[config.mk]
export PLATFORM = sky130hd
export DESIGN_NAME = sorted_unique_key_table_core
export DESIGN_NICKNAME = d
export VERILOG_FILES = /design/src/skt_pkg.sv /design/src/sorted_unique_key_table_core.sv /design/src/skt_mem.sv /design/src/skt_cmp.sv
export SDC_FILE = /design/constraint.sdc
export NUM_CORES = 2
export LEC_CHECK = 0
export BUFFER_PORTS_ARGS = -buffer_cell sky130_fd_sc_hd__buf_4
export CORE_ASPECT_RATIO = 1.2
export CORE_UTILIZATION = 30
export CTS_BUF_LIST = sky130_fd_sc_hd__clkbuf_4 sky130_fd_sc_hd__clkbuf_8
export DETAILED_ROUTE_END_ITERATION = 6
export GPL_TIMING_DRIVEN = 1
export PLACE_DENSITY = 0.56
export SYNTH_ARGS = -nofsm -noshare
export SYNTH_HDL_FRONTEND = slang
export SYNTH_SLANG_ARGS = --single-unit
export TNS_END_PERCENT = 50
[constraint.sdc]
create_clock -name clk -period 10.73 [get_ports clk]
set_input_delay 2.146 -clock clk [delete_from_list [all_inputs] [get_ports clk]]
set_output_delay 2.146 -clock clk [all_outputs]
set_load 0.01 [all_outputs]
[src/skt_pkg.sv]
// Shared types and constants for the sorted unique key table.
`default_nettype none

package skt_pkg;

	localparam int unsigned CAPACITY_DEF = 64;
	localparam int unsigned KEY_W        = 32;
	localparam int unsigned POS_W        = 7;

	typedef enum logic [1:0] {
		OP_INSERT,
		OP_DELETE,
		OP_LIST_ASC,
		OP_LIST_DESC
	} opcode_t;

	typedef enum logic [2:0] {
		ST_OK,
		ST_DUP,
		ST_NOTFOUND,
		ST_EMPTY,
		ST_FULL
	} status_t;

	typedef struct packed {
		opcode_t                 opcode;
		logic signed [KEY_W-1:0] key;
	} req_t;

	typedef struct packed {
		status_t                 status;
		logic signed [KEY_W-1:0] entry_key;
		logic [POS_W-1:0]        position;
		logic                    last;
	} rsp_t;

	// Flags from the shared key comparator
	typedef struct packed {
		logic lt;
		logic eq;
	} cmp_t;

endpackage

`default_nettype wire

[src/sorted_unique_key_table_core.sv]
// Top level: sequencer around the key store and the shared comparator.
//
// Holds up to CAPACITY unique signed keys in ascending order.
// Command channel: req (opcode, key) is transferred on a rising edge with
// start high and busy low. busy stays high until the command's last result
// has been issued. Results appear on rsp for exactly one cycle each, marked
// by rsp_valid; the receiver cannot stall them, and the last result of a
// command has rsp.last set.
// Command flow, with n keys held and p the sorted place of the key:
//   delete or list on an empty table: no walk, busy stays low and the
//   result is registered on the transfer edge.
//   insert / delete: a walk from index 0, one entry a cycle, stops at p,
//   or past the end when every key is below the new one; append, duplicate,
//   full and not found answer there. A shift then moves one entry a cycle
//   through the single store port pair. list: n results on consecutive
//   cycles, each one read from the store and then registered as a result.
// The longest command is an insert at the front of CAPACITY-1 keys: one
// comparator and one port pair, one command at a time.
// Reset empties the table at once; the store contents are not cleared.
`default_nettype none

module sorted_unique_key_table_core
	import skt_pkg::*;
#(
	parameter int unsigned CAPACITY = CAPACITY_DEF
) (
	input  logic clk,
	input  logic arst_n,
	input  logic start,
	input  req_t req,
	output logic busy,
	output logic rsp_valid,
	output rsp_t rsp
);

	localparam int unsigned AW = (CAPACITY > 1) ? $clog2(CAPACITY) : 1;
	localparam int unsigned CW = $clog2(CAPACITY + 1);
	localparam logic [CW-1:0] CAP_C  = CW'(CAPACITY);
	localparam logic [CW-1:0] ONE_C  = CW'(1);
	localparam logic [CW-1:0] ZERO_C = '0;

	typedef enum logic [1:0] {
		S_IDLE,
		S_SRCH,
		S_STRM,
		S_PUT
	} state_t;

	typedef enum logic [1:0] {
		M_SHUP,
		M_SHDN,
		M_LIST
	} mode_t;

	state_t                  state_q;
	mode_t                   mode_q;
	logic                    dn_q;
	opcode_t                 op_q;
	logic signed [KEY_W-1:0] key_q;
	logic [CW-1:0]           n_q;
	logic [CW-1:0]           p_q;
	logic [CW-1:0]           r_q;
	logic [CW-1:0]           rem_q;
	logic [CW-1:0]           cnt_q;
	logic                    vld_s1;
	logic [CW-1:0]           a_s1;
	logic                    last_s1;
	rsp_t                    rsp_q;
	logic                    rsp_vld_q;

	logic                    issue;
	logic                    we;
	logic [CW-1:0]           waddr_w;
	logic signed [KEY_W-1:0] wdata;
	logic signed [KEY_W-1:0] rdata;
	cmp_t                    cmp;
	logic                    srch_hit;
	logic                    srch_exh;
	logic                    srch_end;
	logic [CW-1:0]           p_sel;
	logic                    found;

	function automatic rsp_t mk_rsp(status_t st, logic signed [KEY_W-1:0] k,
			logic [POS_W-1:0] pos, logic lst);
		rsp_t r;
		r.status    = st;
		r.entry_key = k;
		r.position  = pos;
		r.last      = lst;
		return r;
	endfunction

	skt_mem #(
		.DEPTH (CAPACITY),
		.AW    (AW)
	) u_mem (
		.clk   (clk),
		.we    (we),
		.waddr (waddr_w[AW-1:0]),
		.wdata (wdata),
		.raddr (r_q[AW-1:0]),
		.rdata (rdata)
	);

	skt_cmp u_cmp (
		.a   (rdata),
		.b   (key_q),
		.res (cmp)
	);

	// One store read a cycle while a walk has entries left
	assign issue = ((state_q == S_SRCH) || (state_q == S_STRM)) && (rem_q != ZERO_C);

	// Search stops at the first entry not below the key, or past the end
	assign srch_hit = vld_s1 && !cmp.lt;
	assign srch_exh = (vld_s1 && cmp.lt && ((a_s1 + ONE_C) == n_q))
		|| (!vld_s1 && (rem_q == ZERO_C));
	assign srch_end = (state_q == S_SRCH) && (srch_hit || srch_exh);
	assign p_sel    = srch_hit ? a_s1 : n_q;
	assign found    = srch_hit && cmp.eq;

	// Store write: append at the end, shift an entry, or drop in the new key
	always_comb begin
		we      = 1'b0;
		waddr_w = p_sel;
		wdata   = key_q;
		unique case (state_q)
			S_SRCH: begin
				if (srch_end && (op_q == OP_INSERT) && !found && (n_q != CAP_C)
						&& (p_sel == n_q)) begin
					we = 1'b1;
				end
			end
			S_STRM: begin
				wdata = rdata;
				if (vld_s1 && (mode_q == M_SHUP)) begin
					we      = 1'b1;
					waddr_w = a_s1 + ONE_C;
				end else if (vld_s1 && (mode_q == M_SHDN)) begin
					we      = 1'b1;
					waddr_w = a_s1 - ONE_C;
				end
			end
			S_PUT: begin
				we      = 1'b1;
				waddr_w = p_q;
			end
			default: begin
				we = 1'b0;
			end
		endcase
	end

	// Sequencer, walk pipeline and result register
	always_ff @(posedge clk or negedge arst_n) begin
		if (!arst_n) begin
			state_q   <= S_IDLE;
			mode_q    <= M_LIST;
			dn_q      <= 1'b0;
			op_q      <= OP_INSERT;
			key_q     <= '0;
			n_q       <= '0;
			p_q       <= '0;
			r_q       <= '0;
			rem_q     <= '0;
			cnt_q     <= '0;
			vld_s1    <= 1'b0;
			a_s1      <= '0;
			last_s1   <= 1'b0;
			rsp_q     <= '0;
			rsp_vld_q <= 1'b0;
		end else begin
			rsp_vld_q <= 1'b0;

			// Walk pipeline: address out now, data back next cycle
			if (issue) begin
				r_q     <= dn_q ? (r_q - ONE_C) : (r_q + ONE_C);
				rem_q   <= rem_q - ONE_C;
				vld_s1  <= 1'b1;
				a_s1    <= r_q;
				last_s1 <= (rem_q == ONE_C);
			end else begin
				vld_s1 <= 1'b0;
			end

			unique case (state_q)
				S_IDLE: begin
					if (start) begin
						op_q   <= req.opcode;
						key_q  <= req.key;
						n_q    <= cnt_q;
						vld_s1 <= 1'b0;
						unique case (req.opcode)
							OP_INSERT, OP_DELETE: begin
								if ((req.opcode == OP_DELETE) && (cnt_q == ZERO_C)) begin
									rsp_q     <= mk_rsp(ST_EMPTY, req.key, '0, 1'b1);
									rsp_vld_q <= 1'b1;
								end else begin
									dn_q    <= 1'b0;
									r_q     <= ZERO_C;
									rem_q   <= cnt_q;
									state_q <= S_SRCH;
								end
							end
							OP_LIST_ASC, OP_LIST_DESC: begin
								if (cnt_q == ZERO_C) begin
									rsp_q     <= mk_rsp(ST_EMPTY, '0, '0, 1'b1);
									rsp_vld_q <= 1'b1;
								end else begin
									mode_q  <= M_LIST;
									dn_q    <= (req.opcode == OP_LIST_DESC);
									r_q     <= (req.opcode == OP_LIST_DESC)
										? (cnt_q - ONE_C) : ZERO_C;
									rem_q   <= cnt_q;
									state_q <= S_STRM;
								end
							end
						endcase
					end
				end

				S_SRCH: begin
					if (srch_end) begin
						p_q    <= p_sel;
						vld_s1 <= 1'b0;
						unique case (op_q)
							OP_INSERT: begin
								if (found) begin
									rsp_q     <= mk_rsp(ST_DUP, key_q, '0, 1'b1);
									rsp_vld_q <= 1'b1;
									state_q   <= S_IDLE;
								end else if (n_q == CAP_C) begin
									rsp_q     <= mk_rsp(ST_FULL, key_q, '0, 1'b1);
									rsp_vld_q <= 1'b1;
									state_q   <= S_IDLE;
								end else if (p_sel == n_q) begin
									// Largest key so far: written at the end this cycle
									cnt_q     <= cnt_q + ONE_C;
									rsp_q     <= mk_rsp(ST_OK, key_q, '0, 1'b1);
									rsp_vld_q <= 1'b1;
									state_q   <= S_IDLE;
								end else begin
									// Move entries p..n-1 up by one, top first
									mode_q  <= M_SHUP;
									dn_q    <= 1'b1;
									r_q     <= n_q - ONE_C;
									rem_q   <= n_q - p_sel;
									state_q <= S_STRM;
								end
							end
							OP_DELETE: begin
								if (!found) begin
									rsp_q     <= mk_rsp(ST_NOTFOUND, key_q, '0, 1'b1);
									rsp_vld_q <= 1'b1;
									state_q   <= S_IDLE;
								end else if ((p_sel + ONE_C) == n_q) begin
									cnt_q     <= cnt_q - ONE_C;
									rsp_q     <= mk_rsp(ST_OK, key_q, '0, 1'b1);
									rsp_vld_q <= 1'b1;
									state_q   <= S_IDLE;
								end else begin
									// Move entries p+1..n-1 down by one, bottom first
									mode_q  <= M_SHDN;
									dn_q    <= 1'b0;
									r_q     <= p_sel + ONE_C;
									rem_q   <= n_q - p_sel - ONE_C;
									state_q <= S_STRM;
								end
							end
							OP_LIST_ASC, OP_LIST_DESC: begin
								state_q <= S_IDLE;
							end
						endcase
					end
				end

				S_STRM: begin
					if (vld_s1) begin
						unique case (mode_q)
							M_SHUP: begin
								if (last_s1) begin
									state_q <= S_PUT;
								end
							end
							M_SHDN: begin
								if (last_s1) begin
									cnt_q     <= cnt_q - ONE_C;
									rsp_q     <= mk_rsp(ST_OK, key_q, '0, 1'b1);
									rsp_vld_q <= 1'b1;
									state_q   <= S_IDLE;
								end
							end
							M_LIST: begin
								rsp_q     <= mk_rsp(ST_OK, rdata, POS_W'(a_s1 + ONE_C),
									last_s1);
								rsp_vld_q <= 1'b1;
								if (last_s1) begin
									state_q <= S_IDLE;
								end
							end
							default: begin
								state_q <= S_IDLE;
							end
						endcase
					end
				end

				S_PUT: begin
					cnt_q     <= cnt_q + ONE_C;
					rsp_q     <= mk_rsp(ST_OK, key_q, '0, 1'b1);
					rsp_vld_q <= 1'b1;
					state_q   <= S_IDLE;
				end
			endcase
		end
	end

	assign busy      = (state_q != S_IDLE);
	assign rsp_valid = rsp_vld_q;
	assign rsp       = rsp_q;

endmodule

`default_nettype wire

[src/skt_mem.sv]
// Key store: one write port, one read port with registered read data.
`default_nettype none

module skt_mem
	import skt_pkg::*;
#(
	parameter int unsigned DEPTH = CAPACITY_DEF,
	parameter int unsigned AW    = 6
) (
	input  logic                    clk,
	input  logic                    we,
	input  logic [AW-1:0]           waddr,
	input  logic signed [KEY_W-1:0] wdata,
	input  logic [AW-1:0]           raddr,
	output logic signed [KEY_W-1:0] rdata
);

	logic signed [KEY_W-1:0] store_q [DEPTH];
	logic signed [KEY_W-1:0] rdata_q;

	// Contents are undefined until written; no reset
	always_ff @(posedge clk) begin
		if (we) begin
			store_q[waddr] <= wdata;
		end
		rdata_q <= store_q[raddr];
	end

	assign rdata = rdata_q;

endmodule

`default_nettype wire

[src/skt_cmp.sv]
// Shared signed key comparator used by the search walk.
`default_nettype none

module skt_cmp
	import skt_pkg::*;
(
	input  logic signed [KEY_W-1:0] a,
	input  logic signed [KEY_W-1:0] b,
	output cmp_t                    res
);

	// Both operands signed, so this is a two's complement compare
	assign res.lt = (a < b);
	assign res.eq = (a == b);

endmodule

`default_nettype wire

==> metrics.md <==
| Metric | Value |
|---|---|
| Status | `completed` |
| Vias/cell | `5.133` |
| GRT Residual Overflow | `0` |
| GP Congestion | `0.8764` |
| Slew margin rel. | `10.12%` |
| DRT iter0 DRCs | `4237` |
| DPL Wire Length | `140000 um` |
| CTS Root Cell | `clkbuf_8` |
| Register area | `65310 um2` |
| Initial Util | `30.23%` |
| Cell Area, Synth | `88220 um2` |
| Fmax | `0.1386 GHz` |
| Max Cap Viol | `0` |
| Detailed Route WL | `235300 um` |
| Layout area overhead | `15.11%` |
| Power density over the cells | `297.2 nW/um2` |
| Post-synth EDFFs | `2048` |
| Num rows | `217` |
| Reg2reg setup slack | `3520 ps` |
| Die Y | `596.0 um` |
| Family with the most delay on the worst path | `simple AND/OR/NAND/NOR gates` |
| Slowest cell on crit path | `nor2_4` |
| Drt wl/cell | `26.95 um` |
| IO Pins | `82` |
| Largest stage delay on the critical path | `1190 ps` |
| Post-Syn Instances | `4283` |
| Met1 Wirelength | `102200 um` |
| Netlist cell types | `86` |
| Die width | `497.0 um` |
| Post-route worst setup slack | `3517 ps` |
| Largest net degree at the start of global routing | `132` |
| Max H-tree Level | `5` |
| Total track usage | `15.69%` |
| Vias | `44809` |
| CP dominant cell by count | `nand4_1` |
| Cell chain of the critical path | `inv_1 -> ha_1 -> nand4_1 -> nor4_4 -> a221oi_4 -> and3b_1 -> o31ai_2 -> buf_4 -> mux2i_1 -> inv_1 -> ha_1 -> o2111a_1 -> nand4_1 -> a21oi_1 -> buf_4 -> nand4_1 -> nor2_4` |
| First-pass GRT wire length | `338300 um` |
| Synth Warn # | `0` |
| Number of buffers created by CTS | `376` |
| WL met3 | `14690 um` |
| Die ar. | `296300 um2` |
| Slew @ Worst Pin | `1345 ps` |
| Post-CTS Setup Bufs | `0` |
| Core area | `291900 um2` |
| Ratio of cells with drive above 1 in the final layout | `32.22%` |
| Peak supply drop | `186.7 uV` |
| Buf/Inv on CP | `4` |
| Yosys top cell area share | `69.71%` |
| Antenna Violating Nets Remaining | `0` |
| Final hold violation count | `0` |
| Setup TNS | `0 ps` |
| Area contributors post-synth | `edfxtp_1 70%, mux4_2 17%, dfrtp_1 3.5%` |
| Post-CTS sizing | `0` |
| Hold Buf Count CTS | `0` |
| Leading area contributor after synthesis | `edfxtp_1` |
| Total power | `30.18 mW` |
| IO buf count | `81` |
| Most numerous cell in the Yosys netlist | `edfxtp_1` |
| Async SR Flop Fraction | `5.712%` |
| Register area share after synthesis | `74.01%` |
| Sink Count | `2206` |
| Residual DRC count | `0` |
| CP required | `11350 ps` |
| #FFs+latches synth | `2206` |
| LEAKAGE | `31.76 nW` |
| Clock Skew | `120.7 ps` |
| Crit start category | `register` |
| Worst slack at placement | `3708 ps` |
| Pre-Repair DR Iteration Count | `5` |
| Final setup viols | `0` |
| Initial antenna violation count | `15` |
| Tmin final | `7213 ps` |
| Vias in the first global route | `45450` |
| RSZ-0062 raised after global routing | `no` |
| Most frequent cells after synthesis | `2048 x edfxtp_1, 672 x mux4_2, 216 x nor2_1` |
| Avg Inst Size Synth | `20.60 um2` |
| Ys flop type | `edfxtp_1` |
| Clock slew at reported path FFs | `60 ps` |
| WL met2 | `113700 um` |
| Syn_nets | `4379` |
| Crit path DAT | `7840 ps` |
| WS Path Type | `register to register` |
| Fin. max-slew vios | `0` |
| Critical path peak fanout | `32` |
| CTS tree | `built` |
| Layout Nets | `4720` |
| Clock latency on the worst-skew pair | `1090 ps` |
| Multi-input gate area | `22590 um2` |
| Final Cycle Share | `67.22%` |
| Fillers | `27096` |
| Worst hold path type | `register to register` |
| Uppermost layer routed | `met4` |
| Clk buf depth | `4` |
| Crit end category | `register` |
## state kept, by name (all words and copies together), names as in the netlist, 2 cells and up
| signal | flops |
|---|---|
| rem_q | 7 |
| n_q | 7 |
| a_s1 | 7 |
| cnt_q | 7 |
| state_q | 2 |
| mode_q | 2 |
| key_q | 32 |
| rsp | 43 |
| u_mem.rdata | 32 |
| p_q | 6 |
| op_q | 2 |
| u_mem.store_q | 2048 |
| r_q | 7 |
## report_power, final
part	switching (mW)	internal, mW
Combinational	7.19	3.77
Sequential	0.456	11.6
Clock	3.29	3.88
## placed cells by master, fill, tap and decap left out, types with 97 or more instances in the layout
cell type	instances
edfxtp_1	2048
buf_4	192
nor2_1	151
mux4_2	672
clkbuf_4	128
a21oi_1	138
dfrtp_1	119
nand2_1	180
clkinv_1	97
clkbuf_8	388
## final timing paths
| path | startpoint | cells past startpoint | to |
|---|---|---|---|
| worst max-delay path | key_q[31] | 17 | u_mem.store_q[54][3] |
| worst min-delay path | rsp[6] | 1 | rsp[6] |
| worst max register to register | key_q[31] | 17 | u_mem.store_q[54][3] |
| worst min register to register | rsp[6] | 1 | rsp[6] |
| max in group asynchronous | arst_n | 2 | n_q[4] |
| min in group asynchronous | arst_n | 1 | rsp[33] |
## per-layer routing
layer / track usage (%) / vias up
met3: 2.563 / 348
li1: - / 18507
met5: 0 / -
met1: 22.05 / 24222
met4: 3.945 / 0
met2: 25.29 / 1732
## metrics by stage
stage / cell area, um2 / util (%) / hold WS (ps) / std cells
after global placement: 94560 / 32.40 / 513.4 / 8078
final: 101500 / 34.79 / 521.4 / 8730
after floorplan: 88220 / - / 492.9 / 4283
after global routing: 101500 / 34.79 / 525.5 / 8726
after CTS: 101500 / 34.78 / 520.3 / 8721
after detailed placement: 94560 / 32.40 / 508.1 / 8078
## cell families after synthesis
kind of cell,count (synthesis),synth area share (%)
buf+inv,305,1.354
xor+xnor,53,0.5262
simple gates,526,2.571
compound gates,434,3.158
fa+ha+maj,59,0.8453
flops,2206,74.01
mux,700,17.53
## layout make-up
type | instances | area share, %
repair buffers | 201 | 1.588
inverters | 67 | 0.2477
multi-input cells | 1772 | 22.24
flip-flops and latches | 2206 | 64.32
clock inverters | 127 | 0.6555
clock buffers | 516 | 6.205
well taps | 3832 | 4.721
diodes | 9 | 0.02218
(Power assumes the default switching activity.)
